<file path="src/hw/rtl/opwm_pkg.sv">
// Shared types, constants and modular helpers of the order-preserving window matcher.
// Used by the multiplier, remainder and top-level files; depends on nothing.
package opwm_pkg;

  localparam int          VAL_W    = 30;
  localparam logic [29:0] MOD_M    = 30'd1000000009;
  localparam logic [29:0] P_BASE   = 30'd1000003;
  localparam logic [29:0] P_INV    = 30'd27749917;
  localparam logic [31:0] BARRETT_MU = 32'd1152921494;  // floor(2^60 / M)

  localparam int PLEN_W   = 11;
  localparam int TEXT_W   = 12;
  localparam int COUNT_W  = 32;
  localparam int CFG_AW   = 3;
  localparam int CFG_DW   = 32;
  localparam int DIV_STEPS = 30;

  localparam logic REG_PATTERN_LENGTH = 1'b0;

  typedef struct packed {
    logic [VAL_W-1:0] sum;
    logic [VAL_W-1:0] scale;
  } node_t;

  typedef struct packed {
    logic             go;
    logic [VAL_W-1:0] a;
    logic [VAL_W-1:0] b;
  } mm_req_t;

  typedef struct packed {
    logic             done;
    logic [VAL_W-1:0] res;
  } mm_rsp_t;

  typedef struct packed {
    logic              go;
    logic [VAL_W-1:0]  dividend;
    logic [PLEN_W-1:0] divisor;
  } rem_req_t;

  typedef struct packed {
    logic              done;
    logic [PLEN_W-1:0] rem;
  } rem_rsp_t;

  // both operands already below M
  function automatic logic [VAL_W-1:0] addmod(input logic [VAL_W-1:0] a,
                                              input logic [VAL_W-1:0] b);
    logic [VAL_W:0] s;
    s = {1'b0, a} + {1'b0, b};
    if (s >= {1'b0, MOD_M}) s = s - {1'b0, MOD_M};
    return s[VAL_W-1:0];
  endfunction

endpackage

</file>
<file path="src/hw/rtl/opwm_rem.sv">
// Restoring remainder unit: text index modulo window length, one bit per cycle.
// Uses opwm_pkg for the request and response types.
module opwm_rem import opwm_pkg::*; (
  input  logic     clk,
  input  logic     rst_n,
  input  rem_req_t req,
  output rem_rsp_t rsp
);

  typedef enum logic {RM_IDLE, RM_RUN} rm_state_t;

  rm_state_t         st_r;
  logic [VAL_W-1:0]  dvd_r;
  logic [PLEN_W-1:0] dsr_r;
  logic [PLEN_W-1:0] rem_r;
  logic [4:0]        cnt_r;
  logic              done_r;
  logic [PLEN_W:0]   trial;

  assign trial = {rem_r, dvd_r[VAL_W-1]};

  always_ff @(posedge clk) begin
    if (!rst_n) begin
      st_r   <= RM_IDLE;
      done_r <= 1'b0;
    end else begin
      done_r <= 1'b0;
      unique case (st_r)
        RM_IDLE: begin
          if (req.go) begin
            dvd_r <= req.dividend;
            dsr_r <= req.divisor;
            rem_r <= '0;
            cnt_r <= 5'(DIV_STEPS - 1);
            st_r  <= RM_RUN;
          end
        end
        RM_RUN: begin
          if (trial >= {1'b0, dsr_r}) rem_r <= PLEN_W'(trial - {1'b0, dsr_r});
          else rem_r <= trial[PLEN_W-1:0];
          dvd_r <= {dvd_r[VAL_W-2:0], 1'b0};
          if (cnt_r == '0) begin
            done_r <= 1'b1;
            st_r   <= RM_IDLE;
          end else begin
            cnt_r <= cnt_r - 5'd1;
          end
        end
        default: st_r <= RM_IDLE;
      endcase
    end
  end

  assign rsp.done = done_r;
  assign rsp.rem  = rem_r;

endmodule

</file>
<file path="config.mk">
export PLATFORM = sky130hd
export DESIGN_NAME = opwm_rem
export DESIGN_NICKNAME = d
export VERILOG_FILES = /design/src/hw/rtl/opwm_pkg.sv /design/src/hw/rtl/opwm_rem.sv
export SDC_FILE = /design/constraint.sdc
export NUM_CORES = 1
export LEC_CHECK = 0
export CELL_PAD_IN_SITES_DETAIL_PLACEMENT = 1
export CELL_PAD_IN_SITES_GLOBAL_PLACEMENT = 1
export CORE_MARGIN = 2
export CORE_UTILIZATION = 30
export DETAILED_ROUTE_END_ITERATION = 8
export DONT_BUFFER_PORTS = 1
export PLACE_DENSITY = 0.53
export SLEW_MARGIN = 30
export SYNTH_ARGS = -nofsm -noshare
export SYNTH_HDL_FRONTEND = slang
export SYNTH_SLANG_ARGS = --single-unit
</file>
<file path="constraint.sdc">
create_clock -name clk -period 3.2 [get_ports clk]
set_input_delay 0 -clock clk [delete_from_list [all_inputs] [get_ports clk]]
set_output_delay 0 -clock clk [all_outputs]
set_load 0.01 [all_outputs]
</file>
Word-level counts from Yosys, hierarchy flattened
Cells that the tools add are included.
Storage, ports and cells
  register bits after elaboration: 59
  latch bits: 0
  RAM bits: 0
  ROM bits: 0
  input bits: 44
  output and inout bits: 12
  logic and storage cells: 29
  memories kept: 0
Operators by class
  add/sub/neg operators: 2
  multipliers: 0
  divide/modulo/power cells: 0
  magnitude comparators: 1
  equality and inequality tests: 2
  shifts and indexed selects: 0
  multiplexer cells: 12
  bitwise gates (word level): 1
  reduce and logical (&&, ||, !) cells: 5
Operators by type and width (number)
  $pmux W30 S2: 1
  $mux W30: 1
  $mux W11: 2
  $pmux W11 S2: 1
  $ge A12 B11 Y1: 1
  $sub A11 B11 Y11: 1
  $mux W5: 2
  $pmux W5 S2: 1
  $reduce_and A3 Y1: 2
  $logic_not A5 Y1: 1
  $sub A5 B1 Y5 const B: 1
  $ne A2 B2 Y1 const B: 2
  $reduce_and A2 Y1: 2
  $mux W1: 3
  $pmux W1 S2: 1
  $not A1 Y1: 1

Depth between registers and ports, before layout
  depth in word-level cells: 3
  gate-level depth with buffers: 10
  gate-level depth less buffers: 9

Least setup slack after synthesis
No wires, ideal clock.
  path kind: reg2reg
  start point: register dvd_r[29]
  end point: register rem_r[10], data pin
  setup time: 0.259 ns
  arrival: 2.197 ns
  data required time: 2.941 ns
  path slack: 0.745 ns
  stages on the path, launching flop included: 11
  path buffers: 1
  period minus slack after synthesis: 2.455 ns
  cells stage by stage: edfxtp_1 -> inv_1 -> ha_1 -> fa_1 -> nand2b_2 -> a21oi_2 -> o2111ai_2 -> a41oi_4 -> buf_6 -> o22ai_1 -> o21bai_1
On the way
  cells in the longest elaborated chain, start to end: 3
  elaborated cells between the ends (all ways): 4
  those cells by class: add/sub (1); order compare (1); mux (2)
Ends and longest elaborated chain
  from (decl): RTL line opwm_rem.sv:13  | logic [VAL_W-1:0] dvd_r;
  from (signal assigned): RTL line opwm_rem.sv:31  | dvd_r <= req.dividend;
  from (signal assigned): RTL line opwm_rem.sv:41  | dvd_r <= {dvd_r[VAL_W-2:0], 1'b0};
  $sub A11 B11 Y11 or $ge A12 B11 Y1 (tied branches): RTL line opwm_rem.sv:39  | if (trial >= {1'b0, dsr_r}) rem_r <= PLEN_W'(trial - {1'b0, dsr_r});
  $mux W11 (*): RTL line opwm_rem.sv:39
  $pmux W11 S2 (*): RTL line opwm_rem.sv:28  | unique case (st_r)
  to (signal assigned): RTL line opwm_rem.sv:39
  to (signal assigned): RTL line opwm_rem.sv:40  | else rem_r <= trial[PLEN_W-1:0];
  to (decl): RTL line opwm_rem.sv:15  | logic [PLEN_W-1:0] rem_r;
Every way passes the cells marked *; elsewhere a longest branch is shown, timed or not.
A chain may end at the register's enable or synchronous reset.

Worst setup path in the final report
  start point: register dvd_r[29]
  end point: register rem_r[4], data pin
The elaborated chain is that of the path after synthesis.

==> flow_summary.ini <==
[status]
status = completed

[synthesis]
synth_xor_area_share_pct = 2.648
synth-simple-area-share_pct = 7.608
syn_area_per_cell_um2 = 13.35
synth_cells = 223
ys.flop_type = edfxtp_1
synth_mux_area_share_pct = 12.32
synth_edf_count = 57
synth_area_mm2 = 0.002977
synthAdderAreaFrac_pct = 5.717
synth_compound_area_share_pct = 9.458
ys.warnings.count = 0
ys_ff_latch = 59
async_flop_share_pct = 0
synth.yosys.seq_area_share_pct = 58.85
synth_top_family_by_area = multiplexers
synthesis.nets = 280
synth.distinct_cells = 37

[worst_setup_path]
critPathMaxFanout = 10
cp_cell_sequence = inv_1, ha_1, fa_1, nand2b_2, a21oi_2, o2111ai_2, a41oi_4, buf_12, mux2i_1, nor2b_1
crit_buf_inv = 2
crit_arrival_ps = 2700
endpoint_kind = flop
slowest_stage = fa_1
crit_family = compound AO/OA/AOI/OAI gates
worstPathRequired_ps = 3290
setup.worst_path.start_class = flop
critPathKind = reg2reg
worst_path_largest_cell_delay_ps = 410

[finish]
fillers = 1030
layout_common_cells = edfxtp_1 (57), dlygate4sd3_1 (43), mux2_2 (29)
instances_no_fill = 412
diodes = 0
drive_above_1_share_pct = 19.35
multiInputGateArea_mm2 = 0.001124
design_area_mm2 = 0.003769
syn_to_final_growth_pct = 26.61
layout_commonest_cell = edfxtp_1
nNetsFinal = 331
regArea_mm2 = 0.001753

[detailed_routing]
vias = 1913
wl_mm = 6.387
viasPerCell = 4.643
final_antenna_net_count = 0
dr.first_iter.drc_count = 64
drtPass1Iterations = 6
drc = 0
wl_per_cell_um = 15.50

[clock_network]
numCtsBuffers = 9
clock_path_buffers = 2
clk_pin_slew_ps = 70
cts_root_buffer = clkbuf_8
tritoncts = yes
htreeDepth = 3
clock_latency_ps = 340
clock_sinks = 59

[timing]
fmax_mhz = 383.9
finalCritPeriodShare_pct = 81.40
tightest_slew_ps = 566.3
finalSetupViolCount = 0
period_needed_ps = 2605
fin_skew_ps = 3.857
rsz0062_at_grt = no
hold_viol = 0
slew_viol_final = 0
finalSetupTns_ps = 0
maxSlewHeadroom_pct = 62.24
worst_hold_slack_ps = 122.0

[die]
die-area_mm2 = 0.01074
die_w_um = 103.6
ios = 56
start_util_pct = 30.74
die_height_um = 103.6
core_mm2 = 0.009684
std_cell_rows = 36

[hold_path]
min-delay-path-class = in2reg

[grt]
grtUsageTotal_pct = 12.74
grt_pass1_vias = 2091
grt.overflow.total = 0
antenna_found_initial = 0
grt_max_degree = 29
grt_pass1_wl_mm = 10.59

[placed_design]
place.gp.congestion = 0.7378
hpwl_mm = 4.365
dp_cells = 353
io_buffers = 0
placed_area_mm2 = 0.003153

[pwr]
p_leak_uw = 0.001390
pwr_density_cell_mw_per_mm2 = 505.7
total_power_uw = 1906
worst_ir_drop_vdd_v = 0.0002330

[run]
cap_violations = 0
-- worst paths after layout --
kind	from	endpoint	slack (ps)	depth (start not counted)
worst max-delay path	dvd_r[29]$_DFFE_PP_	rem_r[4]$_SDFFCE_PN0P_	600	10
worst min register to register	dvd_r[26]$_DFFE_PP_	dvd_r[27]$_DFFE_PP_	550	1
worst max register to register	dvd_r[29]$_DFFE_PP_	rem_r[4]$_SDFFCE_PN0P_	600	10
worst min-delay path	rst_n	dsr_r[9]$_DFFE_PP_	120	3
-- area by class of cell --
cell class / count / share of cell area (%)
clock buffer: 11 / 3.486
clock inverter: 5 / 1.428
inverter: 16 / 1.594
multi-input combinational: 140 / 29.81
sequential: 59 / 46.51
tap: 133 / 4.416
timing repair buffer: 48 / 12.75
-- through the flow --
step	worst slack (ps)	utilization [%]
after CTS	552.2	38.91
after global routing	409.3	38.91
after detailed placement	568.2	32.56
after global placement	630.9	32.56
after floorplan	744.5	-
final	595.3	38.91
-- tightest hold or removal path: stages --
cell and delay [ps]:
nand2_1 40, nor2_1 40, buf_4 190
-- flip-flops by register name (all words and copies together) (netlist names) --
name	count
dvd_r	30
st_r	1
dsr_r	11
cnt_r	5
done_r	1
rem_r	11
-- routing by layer --
layer	GRT usage, %	share of wire [%]
met1	15.24	43
met2	21.52	51
met3	4.468	4.9
met4	4.054	1.3
met5	0	0
-- cell usage after synthesis (all sizes together) (2+ instances only) --
library cell | number | area, µm²
nor2b | 7 | 43.79
inv | 16 | 60.06
dfxtp | 2 | 40.04
o21ai | 10 | 50.05
edfxtp | 57 | 1712
clkbuf | 5 | 18.77
o21bai | 2 | 15.01
a21oi | 7 | 38.79
ha | 12 | 150.1
mux2 | 29 | 326.6
o21a | 3 | 22.52
nor3 | 3 | 15.01
xnor2 | 8 | 70.07
a31oi | 2 | 12.51
nand4 | 2 | 12.51
o22ai | 3 | 18.77
nor2 | 11 | 41.29
nand2b | 3 | 21.27
mux2i | 4 | 40.04
o211a | 4 | 40.04
buf | 3 | 22.52
nand2 | 19 | 71.32
-- logic make-up after synthesis --
kind of cell,Yosys count
flip-flops,59
XOR/XNOR,9
adder cells (fa/ha/maj),13
multiplexers,33
buffers and inverters,24
AO/OA/AOI/OAI,37
AND/OR/NAND/NOR,48
-- where the power goes --
| group | internal (µW) | switching (µW) |
|---|---|---|
| Clock | 356 | 301 |
| Combinational | 156 | 145 |
| Sequential | 911 | 36.7 |
-- what timing repair did --
item	4_1_cts	5_1_grt
setup buffers	0	0
hold endpoints to repair	43	0
hold buffers	43	0
resized for setup	0	0
Note: power is estimated with default switching activity, not from simulation.
