## src/hw/rtl/opwm_ram.sv

```systemverilog
// Generic single-write, single-read RAM with registered read data.
// Stands alone; instantiated for the tree store and the window ring.
module opwm_ram #(
  parameter int WIDTH = 8,
  parameter int DEPTH = 16
) (
  input  logic                                  clk,
  input  logic                                  we,
  input  logic [((DEPTH > 1) ? $clog2(DEPTH) : 1)-1:0] waddr,
  input  logic [WIDTH-1:0]                      wdata,
  input  logic [((DEPTH > 1) ? $clog2(DEPTH) : 1)-1:0] raddr,
  output logic [WIDTH-1:0]                      rdata
);

  logic [WIDTH-1:0] mem [DEPTH];

  always_ff @(posedge clk) begin
    if (we) begin
      mem[waddr] <= wdata;
    end
    rdata <= mem[raddr];
  end

endmodule

```

## config.mk

```make
export PLATFORM = sky130hd
export DESIGN_NAME = opwm_ram
export DESIGN_NICKNAME = d
export VERILOG_FILES = /design/src/hw/rtl/opwm_ram.sv
export SDC_FILE = /design/constraint.sdc
export NUM_CORES = 1
export LEC_CHECK = 0
export BUFFER_PORTS_ARGS = -buffer_cell sky130_fd_sc_hd__buf_2
export CAP_MARGIN = 20
export CORE_UTILIZATION = 50
export CTS_BUF_LIST = sky130_fd_sc_hd__clkbuf_4
export DETAILED_ROUTE_END_ITERATION = 7
export MAX_ROUTING_LAYER = met4
export PLACE_DENSITY = 0.76
export SLEW_MARGIN = 20
export SYNTH_ARGS = -nofsm -noshare
export SYNTH_HDL_FRONTEND = slang
export SYNTH_SLANG_ARGS = --single-unit
```

## constraint.sdc

```tcl
create_clock -name clk -period 1.75 [get_ports clk]
set_input_delay 0.0875 -clock clk [delete_from_list [all_inputs] [get_ports clk]]
set_output_delay 0.0875 -clock clk [all_outputs]
set_load 0.05 [all_outputs]
```

# [After elaboration in Yosys (flattened, before gate mapping)]
# Memories as Yosys holds them, arrays and structs flattened. A register that Yosys moved wholly into a read port is not among the register bits.
# Index checks and enable logic that the tools add are counted.
[totals] wordCells=3 latch_bits=0 ram_bits=128 out_inout_bits=8 reg_bits=0 in_bits=18 n_memories=1 mem_bits_ro=0
[classes] eq_ne=0 multipliers=0 n_div=0 addsub=0 n_shift=0 order_cmp=0 n_bitwise=0 mux=2 n_reduce_logical=0
[memory_table] name="mem" words=16 word_bits=8 read_ports=1 rd_ports_with_merged_regs=1 wr=1 line_no="15" rtl="logic [WIDTH-1:0] mem [DEPTH];"
[ops] op="2-to-1 mux 1 bit" n=2

# [Longest topological paths before layout]
[logic_depth] ltp_word=2 mapped_depth=5 ltp_nobuf=3

# [Worst setup path after synthesis]
# No wires, ideal clock.
[synth_timing] path_kind="input to register" from="input waddr[2] (netlist bit)" to="memory mem[0][0] (enable)" n_path_buf=0 setup_ns=0.383 slack_ns=0.170 t_required_ns=1.367 arrival_time_ns=1.197 path_stages=2 path_cell_list="or3b_2 -> nor3_1"
[synth_lines] element="start, declared" line_no="9" rtl="input logic [((DEPTH > 1) ? $clog2(DEPTH) : 1)-1:0] waddr,"
[synth_lines] element="end, declared" line_no="15"
# No word-level cell before the write port.

==> metrics.txt <==
# TYPE chip_impl_metric gauge
chip_impl_info{name="run_status",value="completed"} 1
chip_impl_metric{name="regArea",unit="um^2"} 4000
chip_impl_info{name="yosysMostFrequentCell",value="sky130_fd_sc_hd__edfxtp_1"} 1
chip_impl_metric{name="combinationalPowerShare",unit=""} 0.066
chip_impl_metric{name="rows",unit=""} 36
chip_impl_info{name="start_kind",value="flip-flop"} 1
chip_impl_metric{name="yosysSeqAreaShare",unit=""} 0.778
chip_impl_metric{name="netlist-cell-type-count",unit=""} 19
chip_impl_metric{name="yosysWarningCount",unit=""} 0
chip_impl_metric{name="ir_drop",unit="mV"} 0.407
chip_impl_metric{name="multi_input_comb_area",unit="um^2"} 1060
chip_impl_metric{name="cell_internal_pwr",unit="mW"} 5.13
chip_impl_info{name="setup_repair_after_global_routing_missed_its_margin",value="no"} 1
chip_impl_metric{name="relative_contribution_of_sequential_cells_to_total_power",unit=""} 0.565
chip_impl_metric{name="post_route_antenna_net_violation_count",unit=""} 0
chip_impl_metric{name="number_of_global_route_vias_before_repair",unit=""} 2577
chip_impl_metric{name="report.power.total",unit="mW"} 6.47
chip_impl_metric{name="min_path_cells",unit=""} 3
chip_impl_metric{name="number_of_clock_buffers_inserted_by_tritoncts",unit=""} 17
chip_impl_metric{name="syn_area",unit="um^2"} 5150
chip_impl_metric{name="peak_clock_frequency_supported_by_timing",unit="MHz"} 722
chip_impl_metric{name="sinks_on_the_clock_net",unit=""} 136
chip_impl_metric{name="netlist.area_leader.share",unit=""} 0.747
chip_impl_metric{name="setup_slack_reg_to_reg",unit="ns"} 0.36
chip_impl_metric{name="timing.final.crit_share",unit=""} 0.792
chip_impl_metric{name="setup_viol_count_final",unit=""} 0
chip_impl_metric{name="grt-ovfl-total",unit=""} 0
chip_impl_metric{name="cellLeakagePower",unit="nW"} 2.03
chip_impl_metric{name="dr.pass1.iters",unit=""} 5
chip_impl_metric{name="gp_routability_congestion",unit=""} 0.735
chip_impl_metric{name="post_route_cells_drive_above_1_share",unit=""} 0.318
chip_impl_metric{name="detailed_place_hpwl",unit="um"} 6020
chip_impl_info{name="cts_tree",value="yes"} 1
chip_impl_metric{name="floorplan.io_pins",unit=""} 26
chip_impl_info{name="launch_instance_of_the_worst_register_to_register_path",value="mem[4][7]"} 1
chip_impl_metric{name="grt_start_max_net_pins",unit=""} 27
chip_impl_metric{name="initial_utilization",unit=""} 0.522
chip_impl_metric{name="place_area",unit="um^2"} 5540
chip_impl_metric{name="drt_drc_violations_left",unit=""} 0
chip_impl_metric{name="drt-total-wl",unit="um"} 9500
chip_impl_metric{name="final.setup.tns",unit="ns"} 0
chip_impl_metric{name="postSynthCellCount",unit=""} 229
chip_impl_metric{name="post-route-min-period",unit="ns"} 1.39
chip_impl_metric{name="finalHoldViolations",unit=""} 0
chip_impl_info{name="cts_root_buffer",value="sky130_fd_sc_hd__clkbuf_4"} 1
chip_impl_metric{name="wl_per_cell",unit="um"} 21.6
chip_impl_metric{name="fin_skew",unit="ns"} 0.0132
chip_impl_info{name="critPathKind",value="flip-flop to flip-flop"} 1
chip_impl_metric{name="p_per_area",unit="nW/um^2"} 1080
chip_impl_info{name="cp-end-kind",value="flip-flop"} 1
chip_impl_metric{name="max_slew.worst_pin.slew",unit="ns"} 0.392
chip_impl_metric{name="switching_share",unit=""} 0.207
chip_impl_info{name="synthTopCellsByCount",value="sky130_fd_sc_hd__edfxtp_1 (128), sky130_fd_sc_hd__mux4_2 (18), sky130_fd_sc_hd__a22oi_1 (16), sky130_fd_sc_hd__mux4_1 (14), sky130_fd_sc_hd__nor2_1 (13)"} 1
chip_impl_metric{name="cts-htree-levels",unit=""} 4
chip_impl_metric{name="data_required_critical_path",unit="ns"} 2.13
chip_impl_info{name="min_from",value="waddr[1]"} 1
chip_impl_metric{name="die_w",unit="um"} 103
chip_impl_metric{name="filler_cells",unit=""} 694
chip_impl_metric{name="max_cap_viol_count",unit=""} 0
chip_impl_metric{name="vias",unit=""} 2450
chip_impl_metric{name="worst_r2r_path_depth",unit=""} 3
chip_impl_metric{name="syn2layout_area_growth",unit="%"} 16.0
chip_impl_metric{name="dieHeight",unit="um"} 103
chip_impl_metric{name="mappedNetlistNets",unit=""} 247
chip_impl_metric{name="p_clk_frac",unit=""} 0.369
chip_impl_metric{name="maxSlewViolCount",unit=""} 0
chip_impl_metric{name="utilization_after_layout",unit=""} 0.605
chip_impl_metric{name="globalRouteTotalUtil",unit=""} 0.208
chip_impl_info{name="capture_instance_of_the_worst_register_to_register_path",value="rdata[7]"} 1
chip_impl_metric{name="design.die.area",unit="um^2"} 10700
chip_impl_metric{name="async_reset_ff_frac",unit=""} 0
chip_impl_metric{name="post_cts_buffers",unit=""} 0
chip_impl_metric{name="clock_input_transition_at_the_sequential_cells_of_the_worst_setup_and_hold_paths",unit="ns"} 0.12
chip_impl_metric{name="cts_resized",unit=""} 0
chip_impl_metric{name="syn_avg_cell_area",unit="um^2"} 22.5
chip_impl_metric{name="nNetsFinal",unit=""} 310
chip_impl_metric{name="ctsHoldBuffers",unit=""} 8
chip_impl_metric{name="worst_skew_pair.late_latency",unit="ns"} 0.51
chip_impl_metric{name="antenna_found_initial",unit=""} 1
chip_impl_info{name="synth_area_leaders",value="sky130_fd_sc_hd__edfxtp_1 (75%), sky130_fd_sc_hd__mux4_2 (7.9%), sky130_fd_sc_hd__mux4_1 (7.1%)"} 1
chip_impl_metric{name="synth-edff-count",unit=""} 128
chip_impl_metric{name="initialDrtViolationCount",unit=""} 194
chip_impl_metric{name="maximum_root_to_sink_buffer_count",unit=""} 2
chip_impl_metric{name="synth-seq-cells",unit=""} 136
chip_impl_metric{name="port-buffer-count",unit=""} 25
chip_impl_metric{name="worst-path-max-fanout",unit=""} 1
chip_impl_info{name="yosysTopAreaCell",value="sky130_fd_sc_hd__edfxtp_1"} 1
chip_impl_info{name="worstHoldPathType",value="input pin to flip-flop"} 1
chip_impl_metric{name="avgViaCountPerCell",unit=""} 5.58
chip_impl_info{name="ys.flop_type",value="sky130_fd_sc_hd__edfxtp_1"} 1
chip_impl_metric{name="fp.coreArea",unit="um^2"} 9860
chip_impl_metric{name="final_area",unit="um^2"} 5970
chip_impl_metric{name="slew_headroom",unit=""} 0.739
chip_impl_info{name="hold_path_end",value="mem[0][0]"} 1
chip_impl_metric{name="switchingPower",unit="mW"} 1.34
chip_impl_metric{name="critPathArrivalTime",unit="ns"} 1.77
chip_impl_metric{name="grt_first_pass_wirelength",unit="um"} 14400
==> final cells by class <==
class | instances | share of cell area
clock buffer | 20 | 0.0251
sequential | 136 | 0.671
tap | 133 | 0.0279
antenna | 1 | 0.000419
clock inverter | 12 | 0.0339
multi-input combinational | 83 | 0.177
timing repair buffer | 54 | 0.0650
==> state kept, by name (all words and copies together) (netlist names) <==
| name | count |
|---|---|
| mem | 128 |
| rdata | 8 |
==> cells in the final DEF, fill, tap and decap left out, types with 5 or more instances in the layout <==
cell,instances
sky130_fd_sc_hd__dfxtp_1,8
sky130_fd_sc_hd__edfxtp_1,128
sky130_fd_sc_hd__a22oi_1,16
sky130_fd_sc_hd__mux4_1,14
sky130_fd_sc_hd__bufinv_16,5
sky130_fd_sc_hd__clkbuf_4,20
sky130_fd_sc_hd__buf_2,25
sky130_fd_sc_hd__dlygate4sd3_1,8
sky130_fd_sc_hd__nor2_1,13
sky130_fd_sc_hd__mux4_2,18
sky130_fd_sc_hd__buf_4,19
sky130_fd_sc_hd__nand2_1,9
==> worst max-delay path by stage <==
stage	from	endpoint	cells after the start
final	mem[4][7]	rdata[7]	3
after global routing	mem[7][7]	rdata[7]	3
after CTS	mem[4][7]	rdata[7]	3
after detailed placement	raddr[0]	rdata[4]	5
after global placement	raddr[0]	rdata[4]	5
after floorplan	waddr[2]	mem[0][0]	2
==> power by group through the flow <==
stage | combinational, mW | clock (mW) | sequential [mW]
after global routing | 0.457 | 2.56 | 3.66
after floorplan | 0.185 | 0 | 3.80
after CTS | 0.428 | 2.43 | 3.66
after detailed placement | 0.412 | 0 | 3.73
after global placement | 0.406 | 0 | 3.73
final | 0.425 | 2.39 | 3.66
==> worst max-delay path, stage by stage, from the launching register on <==
cell and delay, ns:
sky130_fd_sc_hd__edfxtp_1 0.41, sky130_fd_sc_hd__mux4_2 0.49, sky130_fd_sc_hd__a22oi_1 0.21, sky130_fd_sc_hd__nand2_1 0.14
==> stage by stage <==
| stage | hold WS (ns) | setup WS [ns] | std cells |
|---|---|---|---|
| after CTS | 0.0782 | 0.365 | 438 |
| after floorplan | 0.186 | 0.170 | 229 |
| after detailed placement | 0.486 | 0.226 | 398 |
| after global placement | 0.475 | 0.255 | 398 |
| final | 0.121 | 0.364 | 439 |
| after global routing | 0.0927 | 0.297 | 439 |
==> cells by family (layout without fill, tap and decap cells) <==
group | after synthesis | after routing | share of synthesized area
multiplexers | 32 | 32 | 0.150
AND/OR/NAND/NOR | 35 | 35 | 0.0318
buffers and inverters | 10 | 86 | 0.0168
flip-flops | 136 | 136 | 0.778
AO/OA/AOI/OAI | 16 | 16 | 0.0233
other | 0 | 1 | 0
==> layer usage <==
layer | part of all wire | wire length, um | up-vias | track usage
met3 | 0.059 | 563 | 10 | 0.0585
li1 | - | - | 1100 | -
met4 | 0.011 | 106 | 0 | 0.0888
met2 | 0.51 | 4820 | 80 | 0.317
met5 | 0 | 0 | - | -
met1 | 0.42 | 4010 | 1260 | 0.264
Power figures use the tool's default switching activity.
