### config.mk
export PLATFORM = sky130hd
export DESIGN_NAME = opwm_mulmod
export DESIGN_NICKNAME = d
export VERILOG_FILES = /design/src/hw/rtl/opwm_pkg.sv /design/src/hw/rtl/opwm_mulmod.sv
export SDC_FILE = /design/constraint.sdc
export NUM_CORES = 2
export LEC_CHECK = 0
export ABC_AREA = 1
export BUFFER_PORTS_ARGS = -buffer_cell sky130_fd_sc_hd__buf_2
export CORE_MARGIN = 4
export CORE_UTILIZATION = 45
export DETAILED_ROUTE_END_ITERATION = 6
export PLACE_DENSITY = 0.6
export SYNTH_ARGS = -nofsm -noshare
export SYNTH_HDL_FRONTEND = slang
export SYNTH_SLANG_ARGS = --single-unit
### constraint.sdc
create_clock -name clk -period 8.4 [get_ports clk]
set_input_delay 1.26 -clock clk [delete_from_list [all_inputs] [get_ports clk]]
set_output_delay 1.26 -clock clk [all_outputs]
set_load 0.1 [all_outputs]
### src/hw/rtl/opwm_pkg.sv
// Shared types, constants and modular helpers of the order-preserving window matcher.
// Used by the multiplier, remainder and top-level files; depends on nothing.
package opwm_pkg;

  localparam int          VAL_W    = 30;
  localparam logic [29:0] MOD_M    = 30'd1000000009;
  localparam logic [29:0] P_BASE   = 30'd1000003;
  localparam logic [29:0] P_INV    = 30'd27749917;
  localparam logic [31:0] BARRETT_MU = 32'd1152921494;  // floor(2^60 / M)

  localparam int PLEN_W   = 11;
  localparam int TEXT_W   = 12;
  localparam int COUNT_W  = 32;
  localparam int CFG_AW   = 3;
  localparam int CFG_DW   = 32;
  localparam int DIV_STEPS = 30;

  localparam logic REG_PATTERN_LENGTH = 1'b0;

  typedef struct packed {
    logic [VAL_W-1:0] sum;
    logic [VAL_W-1:0] scale;
  } node_t;

  typedef struct packed {
    logic             go;
    logic [VAL_W-1:0] a;
    logic [VAL_W-1:0] b;
  } mm_req_t;

  typedef struct packed {
    logic             done;
    logic [VAL_W-1:0] res;
  } mm_rsp_t;

  typedef struct packed {
    logic              go;
    logic [VAL_W-1:0]  dividend;
    logic [PLEN_W-1:0] divisor;
  } rem_req_t;

  typedef struct packed {
    logic              done;
    logic [PLEN_W-1:0] rem;
  } rem_rsp_t;

  // both operands already below M
  function automatic logic [VAL_W-1:0] addmod(input logic [VAL_W-1:0] a,
                                              input logic [VAL_W-1:0] b);
    logic [VAL_W:0] s;
    s = {1'b0, a} + {1'b0, b};
    if (s >= {1'b0, MOD_M}) s = s - {1'b0, MOD_M};
    return s[VAL_W-1:0];
  endfunction

endpackage

### src/hw/rtl/opwm_mulmod.sv
// Shared modular multiplier: a*b mod M by Barrett reduction, one 32x32 multiplier reused
// for the product, the quotient estimate and the quotient times M. Uses opwm_pkg.
module opwm_mulmod import opwm_pkg::*; (
  input  logic    clk,
  input  logic    rst_n,
  input  mm_req_t req,
  output mm_rsp_t rsp
);

  typedef enum logic [2:0] {MM_IDLE, MM_AB, MM_MU, MM_QM, MM_SUB, MM_FIX1, MM_FIX2} mm_state_t;

  localparam logic [31:0] M32 = 32'(MOD_M);

  mm_state_t        st_r;
  logic [VAL_W-1:0] a_r, b_r;
  logic [59:0]      x_r;
  logic [63:0]      p_r;
  logic [31:0]      r_r;
  logic             done_r;
  logic [VAL_W-1:0] res_r;
  logic [31:0]      mul_x, mul_y;
  logic [63:0]      prod;

  always_comb begin
    unique case (st_r)
      MM_AB: begin
        mul_x = {2'b0, a_r};
        mul_y = {2'b0, b_r};
      end
      MM_MU: begin
        mul_x = {1'b0, x_r[59:29]};
        mul_y = BARRETT_MU;
      end
      MM_QM: begin
        mul_x = {1'b0, p_r[61:31]};
        mul_y = M32;
      end
      default: begin
        mul_x = '0;
        mul_y = '0;
      end
    endcase
  end

  assign prod = mul_x * mul_y;

  always_ff @(posedge clk) begin
    if (!rst_n) begin
      st_r   <= MM_IDLE;
      done_r <= 1'b0;
    end else begin
      done_r <= 1'b0;
      unique case (st_r)
        MM_IDLE: begin
          if (req.go) begin
            a_r  <= req.a;
            b_r  <= req.b;
            st_r <= MM_AB;
          end
        end
        MM_AB: begin
          x_r  <= prod[59:0];
          st_r <= MM_MU;
        end
        MM_MU: begin
          p_r  <= prod;
          st_r <= MM_QM;
        end
        MM_QM: begin
          p_r  <= prod;
          st_r <= MM_SUB;
        end
        MM_SUB: begin
          // remainder estimate is below 3M, so 32 bits hold it
          r_r  <= x_r[31:0] - p_r[31:0];
          st_r <= MM_FIX1;
        end
        MM_FIX1: begin
          if (r_r >= M32) r_r <= r_r - M32;
          st_r <= MM_FIX2;
        end
        MM_FIX2: begin
          res_r  <= (r_r >= M32) ? VAL_W'(r_r - M32) : VAL_W'(r_r);
          done_r <= 1'b1;
          st_r   <= MM_IDLE;
        end
        default: st_r <= MM_IDLE;
      endcase
    end
  end

  assign rsp.done = done_r;
  assign rsp.res  = res_r;

endmodule

## Word-level counts from Yosys, hierarchy flattened

Cells that the tools add are included.

| operators by class | value |
|---|---|
| add/sub/neg operators | 2 |
| $mul | 1 |
| order comparisons | 1 |
| equal/unequal tests | 8 |
| muxes and demuxes | 8 |
| reduce and logical (&&, ||, !) cells | 8 |

Operator list:

| cell | number |
|---|---|
| $pmux W31 S3 | 2 |
| $pmux W32 S2 | 1 |
| $mul A31 B31 Y62 | 1 |
| $ge A32 B30 Y1 const B | 1 |
| $mux W32 | 1 |
| $sub A32 B30 Y32 const B | 1 |
| $sub A32 B32 Y32 | 1 |
| $mux W30 | 1 |
| $pmux W3 S6 | 1 |
| $eq A3 B3 Y1 const B | 3 |
| $eq A3 B2 Y1 const B | 2 |
| $reduce_and A2 Y1 | 3 |
| $reduce_and A3 Y1 | 2 |
| $ne A2 B2 Y1 const B | 2 |
| $eq A3 B1 Y1 const B | 1 |
| $logic_not A3 Y1 | 1 |
| $mux W3 | 1 |
| $reduce_bool A2 Y1 | 1 |
| $reduce_or A2 Y1 | 1 |
| $mux W1 | 1 |

| word-level totals | value |
|---|---|
| register bits after elaboration | 248 |
| input bits | 63 |
| output and inout bits | 31 |
| logic and storage cells | 36 |

## Longest topological paths before layout

| depth | value |
|---|---|
| word-level depth | 3 |
| depth in mapped cells | 37 |
| mapped depth without buffers | 35 |

## Worst setup path before layout

Ideal clock, no wire load.

| timing | value |
|---|---|
| path kind | register -> register |
| from | register st_r[2] |
| to | register p_r[61] (data pin) |
| setup time | 0.252 ns |
| data arrival time | 6.707 ns |
| data required time | 8.148 ns |
| path slack | 1.441 ns |
| cell stages (with the launch flop) | 31 |
| path buffers | 2 |
| clock period less this slack | 6.959 ns |
| path through | dfxtp_1 nor2_1 inv_2 nor2_2 buf_6 a221o_1 buf_6 nand2_1 inv_1 fa_1 inv_1 fa_1 inv_1 fa_1 fa_1 fa_1 fa_1 fa_1 inv_1 fa_1 inv_1 ha_1 nand2_1 nor2_1 inv_1 nor3_1 nand2_1 nor3_1 nand2_1 nand3_1 nand2_1 |

| on the way | value |
|---|---|
| longest elaborated chain between the ends | 3 |
| elaborated cells on any way between the ends | 6 |
| those cells by class | mul (1); eq/ne (3); mux (2) |

RTL lines:

| element | line | RTL |
|---|---|---|
| start, declared | opwm_mulmod.sv:14 | `mm_state_t st_r;` |
| start signal, assigned | opwm_mulmod.sv:49 | `st_r <= MM_IDLE;` |
| start signal, assigned | opwm_mulmod.sv:58 | `st_r <= MM_AB;` |
| start signal, assigned | opwm_mulmod.sv:63 | `st_r <= MM_MU;` |
| $eq A3 B2 Y1 / $eq A3 B1 Y1 (equally long branches) | opwm_mulmod.sv:25 | `unique case (st_r)` |
| $pmux W31 S3 | opwm_mulmod.sv:25 |  |
| $mul A31 B31 Y62 * | opwm_mulmod.sv:45 | `assign prod = mul_x * mul_y;` |
| named net prod[61] | opwm_mulmod.sv:22 | `logic [63:0] prod;` |
| end signal, assigned | opwm_mulmod.sv:66 | `p_r <= prod;` |
| end signal, assigned | opwm_mulmod.sv:70 | `p_r <= prod;` |
| end, declared | opwm_mulmod.sv:17 | `logic [63:0] p_r;` |

Mark *: on every way through the listed nets, which the timed path passes. The rest lies on a longest branch.
A chain may end at the register's enable or synchronous reset.

## Worst setup path in the final report

| timing | value |
|---|---|
| from | register st_r[1] |
| to | register x_r[40] (data pin) |

| on the way | value |
|---|---|
| longest elaborated chain between the ends | 3 |
| elaborated cells on any way between the ends | 6 |
| those cells by class | mul (1); eq/ne (3); mux (2) |

RTL lines:

| element | line | RTL |
|---|---|---|
| $eq A3 B2 Y1 / $eq A3 B1 Y1 (equally long branches) | opwm_mulmod.sv:25 |  |
| $pmux W31 S3 | opwm_mulmod.sv:25 |  |
| $mul A31 B31 Y62 * | opwm_mulmod.sv:45 |  |
| named net prod[40] | opwm_mulmod.sv:22 |  |
| end signal, assigned | opwm_mulmod.sv:62 | `x_r <= prod[59:0];` |
| end, declared | opwm_mulmod.sv:16 | `logic [59:0] x_r;` |

Marks and branches as above.

==> results.py <==
metrics = {
    "status": {
        "status": "complete, no violations",
    },
    "min_path": {
        "holdPathEnd": "st_r[2]",
        "min_from": "st_r[2]",
        "hold_path_depth": 2,
        "hp-class": "reg -> reg",
    },
    "sta": {
        "post-route-period-util": 0.969,
        "final.setup.worst_slack_ps": 264,
        "hold_violations": 0,
        "slew_headroom": 0.182,
        "drv_slew": 0,
        "setup_viol": 0,
        "final.setup.tns_ps": 0,
        "finalClockSkew_ps": 50.2,
        "fmax_ghz": 0.123,
        "worst_slew_pin_slew_ps": 1220,
        "hold_slack_ps": 577,
        "final.min_clock_period_ps": 8140,
    },
    "finish": {
        "final_cell_mix": "nand2_1 (1950), inv_1 (1746), fa_1 (838)",
        "final_util": 0.490,
        "final_nets": 7192,
        "area_growth_pct": 7.89,
        "drive_above_1_share": 0.0541,
        "fillers": 10102,
        "layout_commonest_cell": "nand2_1",
        "n_antenna_cell": 0,
    },
    "setup_path": {
        "path_class": "reg -> reg",
        "slowest_delay_ps": 570,
        "cp_slowest_cell": "fa_1",
        "crit_start": "st_r[1]",
        "worstReg2RegStart": "st_r[1]",
        "crit_path_frequent_cell": "fa_1",
        "critPathLaunchType": "flip-flop",
        "r2r-end": "x_r[40]",
        "cp.arrival_ps": 8440,
        "path_max_fanout": 31,
        "critPathTopFamily": "adder cells",
        "critPathBufInv": 7,
        "crit_path_end_kind": "flip-flop",
        "reg2reg_depth": 30,
        "ff2ff_setup_slack_ps": 260,
        "cp.required_ps": 8710,
    },
    "global_route": {
        "gr-total-overflow": 0,
        "grt_pass1_wl_um": 214000,
        "grt_pass1_vias": 37405,
        "grt_use_total": 0.261,
        "antenna_found_initial": 0,
        "grt_start_max_net_pins": 63,
    },
    "flow_run": {
        "maxCapViolCount": 0,
    },
    "clocking": {
        "clk_pin_slew_ps": 60,
        "htreeDepth": 2,
        "cts_tree": "built",
        "clock_path_buffers": 3,
        "cts_sinks": 248,
        "root_buffer": "clkbuf_16",
        "clock_latency_ps": 610,
        "numCtsBuffers": 35,
    },
    "routing": {
        "ant_nets": 0,
        "drtIter0Drc": 2881,
        "first_pass_iters": 6,
        "totalWireLength_um": 137000,
        "wire_per_inst_um": 18.6,
        "drcViolationCount": 0,
        "routed_via_density": 4.91,
        "num_vias": 36309,
    },
    "power_and_ir_drop": {
        "seqPwrFrac": 0.139,
        "clkPwrFrac": 0.090,
        "power_frac_comb": 0.771,
        "p_total_mw": 16.3,
        "power.internal_mw": 7.23,
        "power.density_mw_per_mm2": 326,
        "switchingPower_mw": 9.03,
        "max-vdd-ir-drop_v": 0.000363,
        "power.leakage_nw": 29.2,
        "swShare": 0.555,
    },
    "placement": {
        "place_ws_ps": 326,
        "gp_congestion": 0.990,
        "numPortBuffers": 93,
        "hpwlAfterDp_um": 114000,
    },
    "logic_synthesis": {
        "synth_seq_area_share": 0.160,
        "yosys_warnings": 0,
        "postSynthCellCount": 5959,
        "syn_area_mm2": 0.0462,
        "postSynthRegisterBits": 248,
        "synth.distinct_cells": 34,
        "syn_avg_cell_area_um2": 7.76,
    },
    "floorplan": {
        "initial_core_util": 0.454,
        "fp.dieW_um": 329,
        "rows": 117,
        "die_h_um": 329,
        "core_area_mm2": 0.102,
        "design.die.area_mm2": 0.108,
        "io_pins": 94,
    },
}
==> tightest hold or removal path, stage by stage (launching register included) <==
cell	delay, ps
dfxtp_2	360
nand2_1	100
a21oi_1	70
==> sequential cells by signal (all words and copies together), names as in the netlist <==
signal  flops
b_r        30
r_r        32
a_r        30
x_r        60
st_r        3
done_r      1
p_r        62
res_r      30
==> power by group through the flow <==
stage / Clock (mW) / Combinational [mW] / Sequential, mW
6_report: 1.47 / 12.5 / 2.26
5_1_grt: 1.56 / 14.0 / 2.28
4_1_cts: 1.51 / 12.6 / 2.26
3_5_place_dp: 0 / 12.5 / 2.28
3_3_place_gp: 0 / 12.4 / 2.28
2_1_floorplan: 0 / 7.92 / 2.23
==> final cells by class <==
cell class                 instances  area (um2)  area share
multi-input combinational       3736       31200       0.626
sequential                       248        7410       0.149
inverter                        1773        6660       0.134
timing repair buffer             209        1780      0.0356
tap                             1368        1710      0.0343
clock buffer                      37         883      0.0177
clock inverter                    24         224     0.00449
==> cell families after synthesis <==
| kind of cell | share of synthesized area |
|---|---|
| compound gates | 0.0160 |
| xor+xnor | 0.0106 |
| fa+ha+maj | 0.441 |
| buf+inv | 0.166 |
| flops | 0.160 |
| other cells | 0.000162 |
| simple gates | 0.206 |
==> per-layer routing <==
metal	GRT usage	vias to the layer above	part of all wire
li1	-	17026	-
met1	0.344	17873	0.41
met2	0.429	1175	0.47
met3	0.0547	235	0.078
met4	0.0904	0	0.039
met5	0	-	0
==> cell usage after synthesis, drive strengths merged <==
library cell  number  area (um2)
a21oi             65         325
a221o             18         180
and2               7        43.8
and3               4        25.0
buf              155         837
clkbuf            51         191
conb               2        7.51
dfxtp              4        80.1
edfxtp           244        7330
fa               838       16800
ha               288        3600
inv             1773        6660
nand2           1954        7350
nand3            155         776
nand3b            14         105
nand4             24         150
nor2             228         888
nor3              25         125
nor4               1        6.26
o21ai             35         175
o21bai             6        45.0
o221ai             1        8.76
o22ai              1        6.26
or2               10        62.6
xnor2             13         114
xor2              43         377
==> worst max path at each step <==
stage                    to  depth (start not counted)
global route        p_r[38]                         32
global placement    p_r[19]                         31
finish              x_r[40]                         30
floorplan           p_r[61]                         30
CTS                 p_r[24]                         28
detailed placement  x_r[19]                         31
==> repair_timing <==
action | in CTS | in global routing
buffers inserted | 0 | 0
setup endpoints to repair | 0 | 39
hold buffers | 0 | 0
endpoints found under the hold margin | 0 | 0
resized for setup | 0 | 11
==> per-stage QoR <==
step,std cells,cell area (um2)
2_1_floorplan,5963,46300
3_3_place_gp,7334,48800
3_5_place_dp,7334,48800
4_1_cts,7395,49900
5_1_grt,7395,49900
6_report,7395,49900
Note: power is estimated with default switching activity, not from simulation.
